===== src/hw/rtl/assert_macros.svh =====
// shared assertion macros, sampled on clock and held off during reset
`ifndef ASSERT_MACROS_SVH
`define ASSERT_MACROS_SVH

// plain property check
`define MM_ASSERT(name, prop, msg) \
   name: assert property (@(posedge clock) disable iff (reset) (prop)) else $error(msg);

// same-cycle implication check
`define MM_ASSERT_IMP(name, ante, cons, msg) \
   `MM_ASSERT(name, (ante) |-> (cons), msg)

`endif


===== src/hw/rtl/mm_pkg.sv =====
`timescale 1ns / 1ps

package mm_pkg;

   // default sizes
   localparam int MM_MAX_DIM    = 8;
   localparam int MM_ELEM_WIDTH = 16;

   // fixed field widths
   localparam int CMD_W        = 2;
   localparam int ELEM_INDEX_W = 6;
   localparam int ELEM_VALUE_W = 16;
   localparam int VALUE_W      = 40;
   localparam int ROW_W        = 3;
   localparam int CFG_W        = 4;
   localparam int CSR_IDX_W    = 2;
   localparam int CSR_COUNT    = 4;

   // stream payload layout
   localparam int REQ_DATA_W   = 24;
   localparam int RSP_DATA_W   = 48;
   localparam int REQ_INDEX_LO = 0;
   localparam int REQ_VALUE_LO = ELEM_INDEX_W;
   localparam int RSP_ROW_LO   = VALUE_W;
   localparam int RSP_COL_LO   = VALUE_W + ROW_W;
   localparam int RSP_PAD_W    = RSP_DATA_W - VALUE_W - 2 * ROW_W;

   // reset value of every dimension register
   localparam logic [CFG_W-1:0] CFG_RESET = 4'd8;

   // command codes carried on req_tuser
   typedef enum logic [CMD_W-1:0] {
      CMD_WRITE_A = 2'd0,
      CMD_WRITE_B = 2'd1,
      CMD_COMPUTE = 2'd2
   } cmd_code_type;

   // register indexes on the csr channel
   typedef enum logic [CSR_IDX_W-1:0] {
      CSR_ROWS_A = 2'd0,
      CSR_COLS_A = 2'd1,
      CSR_ROWS_B = 2'd2,
      CSR_COLS_B = 2'd3
   } csr_index_type;

   // result status codes
   localparam logic STATUS_OK       = 1'b0;
   localparam logic STATUS_MISMATCH = 1'b1;

   // controller states
   typedef enum logic [1:0] {
      ST_IDLE,
      ST_ERROR,
      ST_ISSUE,
      ST_DRAIN
   } state_type;

   // controller to datapath
   typedef struct packed {
      logic load_a;
      logic load_b;
      logic clear;
      logic read;
      logic emit;
      logic emit_err;
      logic advance;
   } dp_cmd_type;

   // datapath to controller
   typedef struct packed {
      logic mismatch;
      logic k_last;
      logic elem_last;
      logic pipe_busy;
      logic out_busy;
   } dp_status_type;

endpackage


===== src/hw/rtl/mm_ctrl.sv =====
`timescale 1ns / 1ps
`include "assert_macros.svh"

module mm_ctrl
   import mm_pkg::*;
(
   input  logic              clock,
   input  logic              reset,
   input  logic              req_tvalid,
   output logic              req_tready,
   input  logic [CMD_W-1:0]  req_tuser,
   input  dp_status_type     status,
   output dp_cmd_type        cmd
);

   state_type state_ff;
   state_type state_in;

   // state register
   always_ff @(posedge clock) begin
      if (reset) begin
         state_ff <= ST_IDLE;
      end else begin
         state_ff <= state_in;
      end
   end

   // next state
   always_comb begin
      state_in = state_ff;
      case (state_ff)
         ST_IDLE: begin
            if (req_tvalid && (req_tuser == CMD_COMPUTE)) begin
               state_in = status.mismatch ? ST_ERROR : ST_ISSUE;
            end
         end
         ST_ERROR: begin
            if (!status.out_busy) begin
               state_in = ST_IDLE;
            end
         end
         ST_ISSUE: begin
            if (status.k_last) begin
               state_in = ST_DRAIN;
            end
         end
         ST_DRAIN: begin
            if (!status.pipe_busy && !status.out_busy) begin
               state_in = status.elem_last ? ST_IDLE : ST_ISSUE;
            end
         end
         default: begin
            state_in = ST_IDLE;
         end
      endcase
   end

   // outputs
   always_comb begin
      req_tready = 1'b0;
      cmd        = '0;
      case (state_ff)
         ST_IDLE: begin
            req_tready = 1'b1;
            if (req_tvalid) begin
               case (req_tuser)
                  CMD_WRITE_A: cmd.load_a = 1'b1;
                  CMD_WRITE_B: cmd.load_b = 1'b1;
                  CMD_COMPUTE: cmd.clear  = !status.mismatch;
                  default:     cmd        = '0;
               endcase
            end
         end
         ST_ERROR: begin
            cmd.emit_err = !status.out_busy;
         end
         ST_ISSUE: begin
            cmd.read = 1'b1;
         end
         ST_DRAIN: begin
            if (!status.pipe_busy && !status.out_busy) begin
               cmd.emit    = 1'b1;
               cmd.advance = 1'b1;
            end
         end
         default: begin
            cmd = '0;
         end
      endcase
   end

   // checks
   `MM_ASSERT_IMP(a_emit_free, cmd.emit || cmd.emit_err, !status.out_busy, "result overwritten")
   `MM_ASSERT_IMP(a_emit_drained, cmd.emit, !status.pipe_busy, "emit before sum complete")
   `MM_ASSERT_IMP(a_err_mismatch, cmd.emit_err, status.mismatch, "error without mismatch")

endmodule


===== src/hw/rtl/mm_datapath.sv =====
`timescale 1ns / 1ps
`include "assert_macros.svh"

module mm_datapath
   import mm_pkg::*;
#(
   parameter int MAX_DIM    = MM_MAX_DIM,
   parameter int ELEM_WIDTH = MM_ELEM_WIDTH
)
(
   input  logic                   clock,
   input  logic                   reset,
   // configuration writes
   input  logic                   csr_valid,
   input  logic [CSR_IDX_W-1:0]   csr_index,
   input  logic [CFG_W-1:0]       csr_data,
   // load payload
   input  logic [REQ_DATA_W-1:0]  req_tdata,
   // result channel
   output logic                   rsp_tvalid,
   input  logic                   rsp_tready,
   output logic [RSP_DATA_W-1:0]  rsp_tdata,
   output logic                   rsp_tuser,
   output logic                   rsp_tlast,
   // control
   input  dp_cmd_type             cmd,
   output dp_status_type          status
);

   localparam int DEPTH     = MAX_DIM * MAX_DIM;
   localparam int ADDR_W    = $clog2(DEPTH);
   localparam int DIM_W     = $clog2(MAX_DIM + 1);
   localparam int IDX_W     = $clog2(MAX_DIM);
   localparam int PROD_W    = 2 * ELEM_WIDTH;
   localparam int IDX_CMP_W = ELEM_INDEX_W + 1;

   // dimension registers and their saturated values
   logic [CFG_W-1:0] cfg_ff [CSR_COUNT];
   logic [DIM_W-1:0] dim [CSR_COUNT];
   logic [DIM_W-1:0] ra_m1;
   logic [DIM_W-1:0] ca_m1;
   logic [DIM_W-1:0] cb_m1;

   // operand stores
   logic [ELEM_WIDTH-1:0] mem_a [DEPTH];
   logic [ELEM_WIDTH-1:0] mem_b [DEPTH];

   // load fields
   logic [ELEM_INDEX_W-1:0]        elem_index;
   logic signed [ELEM_VALUE_W-1:0] elem_value;
   logic [ELEM_WIDTH-1:0]          elem_ext;
   logic                           index_ok;
   logic [ADDR_W-1:0]              waddr;

   // loop counters and addresses
   logic [IDX_W-1:0]  i_ff, i_in;
   logic [IDX_W-1:0]  j_ff, j_in;
   logic [IDX_W-1:0]  k_ff, k_in;
   logic [ADDR_W-1:0] base_a_ff, base_a_in;
   logic [ADDR_W-1:0] addr_b_ff, addr_b_in;
   logic              i_last;
   logic              j_last;

   // multiply-accumulate pipe
   logic signed [ELEM_WIDTH-1:0] rd_a_ff;
   logic signed [ELEM_WIDTH-1:0] rd_b_ff;
   logic                         rd_vld_ff;
   logic signed [PROD_W-1:0]     prod_ff;
   logic signed [PROD_W-1:0]     prod_in;
   logic                         prod_vld_ff;
   logic [VALUE_W-1:0]           acc_ff, acc_in;

   // result register
   logic               rsp_valid_ff;
   logic [VALUE_W-1:0] value_ff;
   logic [ROW_W-1:0]   row_ff;
   logic [ROW_W-1:0]   col_ff;
   logic               status_ff;
   logic               last_ff;

   // configuration registers
   always_ff @(posedge clock) begin
      if (reset) begin
         for (int r = 0; r < CSR_COUNT; r++) begin
            cfg_ff[r] <= CFG_RESET;
         end
      end else if (csr_valid) begin
         cfg_ff[csr_index] <= csr_data;
      end
   end

   // clamp each dimension into 1..MAX_DIM
   always_comb begin
      for (int r = 0; r < CSR_COUNT; r++) begin
         if (cfg_ff[r] == '0) begin
            dim[r] = DIM_W'(1);
         end else if (cfg_ff[r] > CFG_W'(MAX_DIM)) begin
            dim[r] = DIM_W'(MAX_DIM);
         end else begin
            dim[r] = DIM_W'(cfg_ff[r]);
         end
      end
   end

   assign ra_m1 = dim[CSR_ROWS_A] - DIM_W'(1);
   assign ca_m1 = dim[CSR_COLS_A] - DIM_W'(1);
   assign cb_m1 = dim[CSR_COLS_B] - DIM_W'(1);

   // load decode, value narrowed or sign extended to the store width
   assign elem_index = req_tdata[REQ_INDEX_LO +: ELEM_INDEX_W];
   assign elem_value = req_tdata[REQ_VALUE_LO +: ELEM_VALUE_W];
   assign elem_ext   = ELEM_WIDTH'(elem_value);
   assign index_ok   = ({1'b0, elem_index} < IDX_CMP_W'(DEPTH));
   assign waddr      = elem_index[ADDR_W-1:0];

   // store writes
   always_ff @(posedge clock) begin
      if (cmd.load_a && index_ok) begin
         mem_a[waddr] <= elem_ext;
      end
   end

   always_ff @(posedge clock) begin
      if (cmd.load_b && index_ok) begin
         mem_b[waddr] <= elem_ext;
      end
   end

   // store reads, a at row base plus k, b at k*cols_b plus j
   always_ff @(posedge clock) begin
      if (cmd.read) begin
         rd_a_ff <= mem_a[base_a_ff + ADDR_W'(k_ff)];
         rd_b_ff <= mem_b[addr_b_ff];
      end
   end

   // counter next values
   assign i_last = (i_ff == IDX_W'(ra_m1));
   assign j_last = (j_ff == IDX_W'(cb_m1));

   always_comb begin
      i_in      = i_ff;
      j_in      = j_ff;
      k_in      = k_ff;
      base_a_in = base_a_ff;
      addr_b_in = addr_b_ff;
      if (cmd.clear) begin
         i_in      = '0;
         j_in      = '0;
         k_in      = '0;
         base_a_in = '0;
         addr_b_in = '0;
      end else if (cmd.read) begin
         k_in      = k_ff + IDX_W'(1);
         addr_b_in = addr_b_ff + ADDR_W'(dim[CSR_COLS_B]);
      end else if (cmd.advance) begin
         k_in = '0;
         if (j_last) begin
            j_in      = '0;
            i_in      = i_ff + IDX_W'(1);
            base_a_in = base_a_ff + ADDR_W'(dim[CSR_COLS_A]);
            addr_b_in = '0;
         end else begin
            j_in      = j_ff + IDX_W'(1);
            addr_b_in = ADDR_W'(j_ff) + ADDR_W'(1);
         end
      end
   end

   always_ff @(posedge clock) begin
      i_ff      <= i_in;
      j_ff      <= j_in;
      k_ff      <= k_in;
      base_a_ff <= base_a_in;
      addr_b_ff <= addr_b_in;
   end

   // product stage, then accumulate modulo the result width
   assign prod_in = rd_a_ff * rd_b_ff;

   always_comb begin
      acc_in = acc_ff;
      if (cmd.clear || cmd.advance) begin
         acc_in = '0;
      end else if (prod_vld_ff) begin
         acc_in = acc_ff + VALUE_W'(prod_ff);
      end
   end

   always_ff @(posedge clock) begin
      prod_ff <= prod_in;
      acc_ff  <= acc_in;
   end

   always_ff @(posedge clock) begin
      if (reset) begin
         rd_vld_ff   <= 1'b0;
         prod_vld_ff <= 1'b0;
      end else begin
         rd_vld_ff   <= cmd.read;
         prod_vld_ff <= rd_vld_ff;
      end
   end

   // result register, refilled only when empty or being taken
   always_ff @(posedge clock) begin
      if (reset) begin
         rsp_valid_ff <= 1'b0;
      end else if (cmd.emit || cmd.emit_err) begin
         rsp_valid_ff <= 1'b1;
      end else if (rsp_tready) begin
         rsp_valid_ff <= 1'b0;
      end
   end

   always_ff @(posedge clock) begin
      if (cmd.emit_err) begin
         value_ff  <= '0;
         row_ff    <= '0;
         col_ff    <= '0;
         status_ff <= STATUS_MISMATCH;
         last_ff   <= 1'b1;
      end else if (cmd.emit) begin
         value_ff  <= acc_ff;
         row_ff    <= ROW_W'(i_ff);
         col_ff    <= ROW_W'(j_ff);
         status_ff <= STATUS_OK;
         last_ff   <= i_last && j_last;
      end
   end

   assign rsp_tvalid = rsp_valid_ff;
   assign rsp_tdata  = {{RSP_PAD_W{1'b0}}, col_ff, row_ff, value_ff};
   assign rsp_tuser  = status_ff;
   assign rsp_tlast  = last_ff;

   // status toward the controller
   assign status.mismatch  = (dim[CSR_COLS_A] != dim[CSR_ROWS_B]);
   assign status.k_last    = (k_ff == IDX_W'(ca_m1));
   assign status.elem_last = i_last && j_last;
   assign status.pipe_busy = rd_vld_ff || prod_vld_ff;
   assign status.out_busy  = rsp_valid_ff && !rsp_tready;

   // checks
   `MM_ASSERT_IMP(a_err_is_last, rsp_tvalid && rsp_tuser, rsp_tlast, "error result not last")
   `MM_ASSERT_IMP(a_pipe_order, prod_vld_ff, $past(rd_vld_ff), "product without read data")
   `MM_ASSERT_IMP(a_k_range, cmd.read, k_ff <= IDX_W'(ca_m1), "inner index past cols_a")

endmodule


===== src/hw/rtl/matrix_multiply.sv =====
// channel   dir   handshake                fields, low bit first
// req       in    req_tvalid/req_tready    tuser: cmd; tdata: elem_index, elem_value
// rsp       out   rsp_tvalid/rsp_tready    tuser: status; tlast: last;
//                                          tdata: product_value, out_row, out_col
// csr       in    csr_valid/csr_ready      csr_index, csr_data
//
// a compute holds req_tready low after its first cycle; it runs on one shared
// multiply-accumulate unit that reads one element of each store per cycle, and
// each result element then drains through store read, product register and accumulate.
// a stalled result holds the sequencer.
// reset is synchronous; the stores hold no reset and need no clearing pass.
`timescale 1ns / 1ps

module matrix_multiply
   import mm_pkg::*;
#(
   parameter int MAX_DIM    = MM_MAX_DIM,
   parameter int ELEM_WIDTH = MM_ELEM_WIDTH
)
(
   input  logic                   clock,
   input  logic                   reset,
   // request stream
   input  logic                   req_tvalid,
   output logic                   req_tready,
   input  logic [REQ_DATA_W-1:0]  req_tdata,   // elem_index, elem_value, zero pad
   input  logic [CMD_W-1:0]       req_tuser,   // cmd
   // result stream
   output logic                   rsp_tvalid,
   input  logic                   rsp_tready,
   output logic [RSP_DATA_W-1:0]  rsp_tdata,   // product_value, out_row, out_col, zero pad
   output logic                   rsp_tuser,   // status
   output logic                   rsp_tlast,
   // register writes
   input  logic                   csr_valid,
   output logic                   csr_ready,
   input  logic [CSR_IDX_W-1:0]   csr_index,
   input  logic [CFG_W-1:0]       csr_data
);

   dp_cmd_type    cmd;
   dp_status_type status;

   // registers are always writable
   assign csr_ready = 1'b1;

   mm_ctrl u_ctrl (
      .clock      (clock),
      .reset      (reset),
      .req_tvalid (req_tvalid),
      .req_tready (req_tready),
      .req_tuser  (req_tuser),
      .status     (status),
      .cmd        (cmd)
   );

   mm_datapath #(
      .MAX_DIM    (MAX_DIM),
      .ELEM_WIDTH (ELEM_WIDTH)
   ) u_datapath (
      .clock      (clock),
      .reset      (reset),
      .csr_valid  (csr_valid),
      .csr_index  (csr_index),
      .csr_data   (csr_data),
      .req_tdata  (req_tdata),
      .rsp_tvalid (rsp_tvalid),
      .rsp_tready (rsp_tready),
      .rsp_tdata  (rsp_tdata),
      .rsp_tuser  (rsp_tuser),
      .rsp_tlast  (rsp_tlast),
      .cmd        (cmd),
      .status     (status)
   );

endmodule

===== config.mk =====
export PLATFORM = sky130hd
export DESIGN_NAME = matrix_multiply
export DESIGN_NICKNAME = d
export VERILOG_FILES = /design/src/hw/rtl/mm_pkg.sv /design/src/hw/rtl/mm_ctrl.sv /design/src/hw/rtl/mm_datapath.sv /design/src/hw/rtl/matrix_multiply.sv
export VERILOG_INCLUDE_DIRS = /design/src /design/src/hw/rtl
export SDC_FILE = /design/constraint.sdc
export NUM_CORES = 2
export LEC_CHECK = 0
export BUFFER_PORTS_ARGS = -buffer_cell sky130_fd_sc_hd__buf_2
export CAP_MARGIN = 20
export CORE_AREA = 2 2 468 470
export CTS_CLUSTER_SIZE = 10
export DETAILED_ROUTE_END_ITERATION = 16
export DIE_AREA = 0 0 470 472
export PLACE_DENSITY = 0.61
export REMOVE_ABC_BUFFERS = 1
export SKIP_CTS_REPAIR_TIMING = 1
export SYNTH_ARGS = -nofsm -noshare
export SYNTH_HDL_FRONTEND = slang
export SYNTH_HIERARCHICAL = 1
export SYNTH_SLANG_ARGS = --single-unit

===== constraint.sdc =====
create_clock -name clock -period 6.8 [get_ports clock]
set_input_delay 0.68 -clock clock [delete_from_list [all_inputs] [get_ports clock]]
set_output_delay 0.68 -clock clock [all_outputs]
set_load 0.05 [all_outputs]

Word level (Yosys, flattened, before mapping). Memories as Yosys holds them, arrays and structs flattened. A register that Yosys moved wholly into a read port is not among the register bits. Cells that the tools add are included.

$add $sub $neg: 11. Multipliers: 1. Magnitude comparators: 4. Equality and inequality tests: 13. Mux-type cells: 46. Bitwise gates (word level): 1. Reductions and logical operators: 23.

Operator list (count): $add A40 B40 Y40 (1); $mul A16 B16 Y32 (1); $mux W4 (7); $mux W3 (6); $mux W6 (3); $mux W1 (17); $gt A4 B4 Y1 const B (4); $logic_not A4 Y1 (4); $mux W2 (7); $add A6 B4 Y6 (2); $add A3 B1 Y3 const B (3); $eq A3 B3 Y1 (3); $sub A3 B1 Y3 const B (3); $pmux W1 S2 (4); $pmux W2 S4 (1); $mux W7 (1); $add A6 B3 Y6 (1); $eq A2 B2 Y1 const B (3); $add A3 B1 Y4 const B (1); $eq A2 B1 Y1 const B (2); $logic_and A1 B1 Y1 (4); $logic_not A1 Y1 (4); $logic_not A2 Y1 (2); $ne A2 B1 Y1 const B (2); 9 further kinds (13).

Flip-flop bits (word level): 146. Bits in writable memories: 2064. Input bits: 37. Output and inout port bits: 53. Logic and storage cells: 118. Memories kept: 3.

Memory list: u_datapath.mem_a (words 64, bits a word 16, rd ports 1, clocked after Yosys merged registers in 1, write ports 1, line mm_datapath.sv:45) `logic [ELEM_WIDTH-1:0] mem_a [DEPTH];`; u_datapath.mem_b (words 64, bits a word 16, rd ports 1, clocked after Yosys merged registers in 1, write ports 1, line mm_datapath.sv:46) `logic [ELEM_WIDTH-1:0] mem_b [DEPTH];`; u_datapath.cfg_ff (words 4, bits a word 4, rd ports 4, clocked after Yosys merged registers in 0, write ports 4, line mm_datapath.sv:38) `logic [CFG_W-1:0] cfg_ff [CSR_COUNT];`.

Depth between registers and ports, before layout. An unclocked memory read counts as a cell.

Depth in word-level cells: 11. Gate-level depth with buffers: 25. Mapped depth without buffers: 23.

By module. Netlist, hierarchy kept.

Modules (own cells, without submodules): mm_datapath (times used 1, cells each 5035, area an instance 96855.4 sq um, seq. area each 65823.1 sq um); mm_ctrl (times used 1, cells each 22, area an instance 197.7 sq um, seq. area each 40.0 sq um); matrix_multiply (times used 1, cells each 2, area an instance 11.3 sq um, seq. area each 0.0 sq um).

Least setup slack after synthesis. No wires, ideal clock.

Path kind: reg-to-reg. Start: reg u_datapath.rd_b_ff[7], read port of u_datapath.mem_b. End: reg u_datapath.prod_ff[31]. Library setup time: 120 ps. Arrival: 5709 ps. Required time: 6680 ps. Slack: 971 ps. Cell stages (with the launch flop): 22. Buffers on the path: 1. Clock period less this slack: 5829 ps. Cells stage by stage: edfxtp_1 -> clkbuf_1 -> nand2_1 -> fa_1 -> inv_1 -> fa_1 -> inv_1 -> fa_1 -> inv_1 -> fa_1 -> fa_1 -> inv_1 -> fa_1 -> inv_1 -> ha_1 -> nand3_1 -> o311ai_2 -> a31oi_1 -> o2bb2ai_2 -> o311a_1 -> a21oi_1 -> xnor2_1.

Longest elaborated chain between the ends: 1.

RTL lines: start, declared (line mm_datapath.sv:66) `logic signed [ELEM_WIDTH-1:0] rd_b_ff;`; $mul A16 B16 Y32 (line mm_datapath.sv:179) `assign prod_in = rd_a_ff * rd_b_ff;`; named net u_datapath.prod_in[31] (line mm_datapath.sv:69) `logic signed [PROD_W-1:0] prod_in;`; end signal, assigned (line mm_datapath.sv:191) `prod_ff <= prod_in;`; end, declared (line mm_datapath.sv:68) `logic signed [PROD_W-1:0] prod_ff;`.

The timed path passes the listed nets, and every way through them passes these cells. A chain may end at the register's enable or synchronous reset.

Worst setup path in the final report.
Start: reg u_datapath.rd_a_ff[8], read port of u_datapath.mem_a. End: reg u_datapath.prod_ff[26].

Longest elaborated chain between the ends: 1.

RTL lines: start, declared (line mm_datapath.sv:65) `logic signed [ELEM_WIDTH-1:0] rd_a_ff;`; $mul A16 B16 Y32 (line mm_datapath.sv:179); named net u_datapath.prod_in[26] (line mm_datapath.sv:69).

The timed path passes the listed nets, and every way through them passes these cells.

==> results.toml <==
[synthesis]
yosys.area_share.simple_pct = 3.74
synth_seq_area_share_pct = 67.9
synth_seq_cells = 2242
yosysUniqueCellTypes = 72
yosys-top-cells-count = "2,096 x edfxtp_1, 672 x mux4_2, 320 x inv_1"
synth_top_family_by_area = "multiplexers"
synth_area_leader_cell = "edfxtp_1"
synth.area.mux_share_pct = 16.3
synth_top_area_share_pct = 64.8
synth_top_flop_cell = "edfxtp_1"
synth_fa_ha_area_share_pct = 7.27
synth_edf_count = 2096
syn_area_um2 = 97100
synth_compound_area_share_pct = 1.76
synthXorXnorAreaFrac_pct = 0.784
yosysWarnings = 6
ys_top_cells_by_area = "edfxtp_1 65%, mux4_2 16%, fa_1 5.5%"
syn_avg_cell_area_um2 = 19.2
async_flop_share_pct = 0
yosysMostFrequentCell = "edfxtp_1"
netlist_instances = 5059

[detailed_routing]
drt-total-wl_um = 230000
wl_per_cell_um = 27.6
detail_route.vias_per_cell = 5.81
num_vias = 48300
postRouteAntennaNets = 0
drc_errors = 0
first_iter_violations = 5255
dr.pass1.iters = 5

[sta]
slew_viol_final = 0
worstMarginPinSlew_ps = 1100
relSlewSlack_pct = 26.9
hold_violations = 0
clock_skew_ps = 61.9
min_period_ps = 6400
fmax_mhz = 156
setup_viol = 0
timing.final.crit_share_pct = 94.2
rsz0062_at_grt = "no"
holdWs_ps = 96.1

[pwr]
p_seq_share_pct = 36.6
clkPwrFrac_pct = 28.9
p_per_area_nw_per_um2 = 396
p_switching_uw = 13500
power_uw = 43300
p_sw_share_pct = 31.2
p_int_uw = 29800
peakVddDrop_v = 0.000333
leakage_uw = 0.0366
combPwrFrac_pct = 34.4

[final_layout]
post-route-cell-area_um2 = 109000
utilization_pct = 50.5
areaGrowthSynthToFinish_pct = 12.7
final_cells = 8314
n_fill_cell = 17300
final_nets = 5851
drive_gt1_share_pct = 24.1

[die]
io_pins = 90
fp.dieW_um = 470
die_h_um = 472
fp-row-count = 171
start_util_pct = 44.8
dieArea_um2 = 222000
core_area_um2 = 217000

[worst_setup_path]
path_class = "register to register"
r2r-start = "u_datapath/rd_a_ff[8]$_DFFE_PP_"
worstPathRequired_ps = 7600
crit_fanout = 16
reg2reg_slack_ps = 400
arrival_ps = 7200
cp-start-kind = "register"
crit_path_end = "u_datapath/prod_ff[26]$_DFF_P_"
rr_endpoint = "u_datapath/prod_ff[26]$_DFF_P_"
r2r.worst_path.cells = 20
end_kind = "register"
crit_start = "u_datapath/rd_a_ff[8]$_DFFE_PP_"

[clocking]
clock-sinks = 2242
cts_buffer_depth = 4
htree_levels = 5
worstSkewPairLatency_ps = 920
cts_made_buffers = 279
cts-root-buf = "clkbuf_16"
path_clk_slew_ps = 60
cts_tree = "built"

[place]
dpl_cell_area_um2 = 102000
dpl.cell_count = 7980
io_buffers = 84
dp_hpwl_um = 139000
routabilityCongestion = 0.843

[run]
maxCapViolations = 0

[global_routing]
antenna_found_initial = 18
grt-ovfl-total = 0
grt_usage_pct = 20.8
grt_max_degree = 107
grt_pass1_vias = 49500
grt_pass1_wl_um = 338000

[min_path]
min_path_type = "input pin to register"
min_path_cells = 2

[status]
status = "finished, final reports clean"
## stage by stage
step,setup WS (ps),TNS (ps)
2_1_floorplan,-6140,-585080
3_3_place_gp,450,0
3_5_place_dp,450,0
4_1_cts,424,0
5_1_grt,23.9,0
6_report,398,0
## flip-flops by register name, summed over array words and instances (netlist names), 6 cells and up
register              cells
u_datapath/acc_ff        40
u_datapath/addr_b_ff      6
u_datapath/base_a_ff      6
u_datapath/cfg_ff        16
u_datapath/mem_a       1024
u_datapath/mem_b       1024
u_datapath/prod_ff       32
u_datapath/rd_a_ff       16
u_datapath/rd_b_ff       16
u_datapath/value_ff      40
## kinds of logic after synthesis
logic type,count (synthesis)
compound gates,269
xor+xnor,86
fa+ha+maj,404
buf+inv,558
flops,2242
mux,741
other cells,2
simple gates,757
## power groups by stage
| stage | combinational [µW] | clock [µW] | sequential (µW) |
|---|---|---|---|
| after floorplan | 12400 | 0 | 16400 |
| after global placement | 14800 | 0 | 16100 |
| after detailed placement | 15000 | 0 | 16100 |
| after CTS | 15100 | 12800 | 15900 |
| after global routing | 16500 | 13300 | 15900 |
| final | 14900 | 12500 | 15900 |
## how the worst min path moves through the flow
stage | start | endpoint | slack, ps
5_1_grt | csr_data[3] | u_datapath/cfg_ff[3][3]$_DFFE_PP_ | 60
3_3_place_gp | u_datapath/rsp_tuser$_SDFFE_PP1P_ | u_datapath/rsp_tuser$_SDFFE_PP1P_ | 440
4_1_cts | reset | u_datapath/rsp_tvalid$_SDFFE_PP0P_ | 20
6_report | csr_data[3] | u_datapath/cfg_ff[0][3]$_SDFFCE_PN1P_ | 100
3_5_place_dp | u_datapath/rd_vld_ff$_SDFF_PP0_ | u_datapath/prod_vld_ff$_SDFF_PP0_ | 440
2_1_floorplan | u_datapath/rd_vld_ff$_SDFF_PP0_ | u_datapath/prod_vld_ff$_SDFF_PP0_ | 430
## metal layers
metal | wire [µm] | part of all wire (%) | vias to the layer above | track usage [%]
met5 | 56 | 0.024 | - | 0
met4 | 4810 | 2.1 | 8 | 5.02
met3 | 17000 | 7.4 | 349 | 3.86
met2 | 107000 | 47 | 1667 | 32.3
met1 | 101000 | 44 | 25900 | 30.7
li1 | - | - | 20400 | -
## placed cells by master, fill, tap and decap left out, types with 7 or more instances in the layout
master / n
a31oi_1: 13
a211oi_1: 8
nor2_1: 278
nand3b_1: 9
nor3b_1: 8
dfxtp_1: 142
and2_1: 146
inv_1: 319
a21oi_1: 94
mux4_2: 672
clkbuf_1: 24
inv_6: 9
or3_1: 8
ha_1: 137
nand4_1: 10
a21o_1: 41
nor3_1: 13
nand3_1: 42
nor2b_1: 28
nand2b_1: 20
buf_4: 220
buf_12: 13
o21a_1: 8
xor2_1: 23
fa_1: 265
nand2_1: 164
or2_2: 7
o21ai_0: 48
edfxtp_1: 2096
mux2i_1: 69
buf_2: 68
clkbuf_16: 283
xnor2_1: 59
o21bai_1: 10
## area by class of cell
class                           count  area [µm²]  area share (%)
Antenna cell                        6        15.0          0.0137
Timing Repair Buffer              306        2340            2.14
Inverter                          321        1210            1.10
Multi-Input combinational cell   2260       29100            26.6
Tap cell                         2854        3570            3.26
Clock inverter                     14         118           0.107
Clock buffer                      311        7230            6.61
Sequential cell                  2242       65900            60.2
## worst max-delay path, cell delays in order, from the launching register on
cell	delay (ps)
edfxtp_1	760
nand2_1	170
fa_1	570
inv_1	50
fa_1	480
fa_1	450
fa_1	500
fa_1	500
inv_1	50
fa_1	480
inv_1	40
ha_1	320
a21o_1	180
a21oi_1	270
o21ai_0	150
a21oi_1	160
o21bai_1	90
a32oi_1	410
nand2b_1	180
a221oi_1	340
xnor2_1	150
No activity file was read; power rests on OpenSTA's default activity.
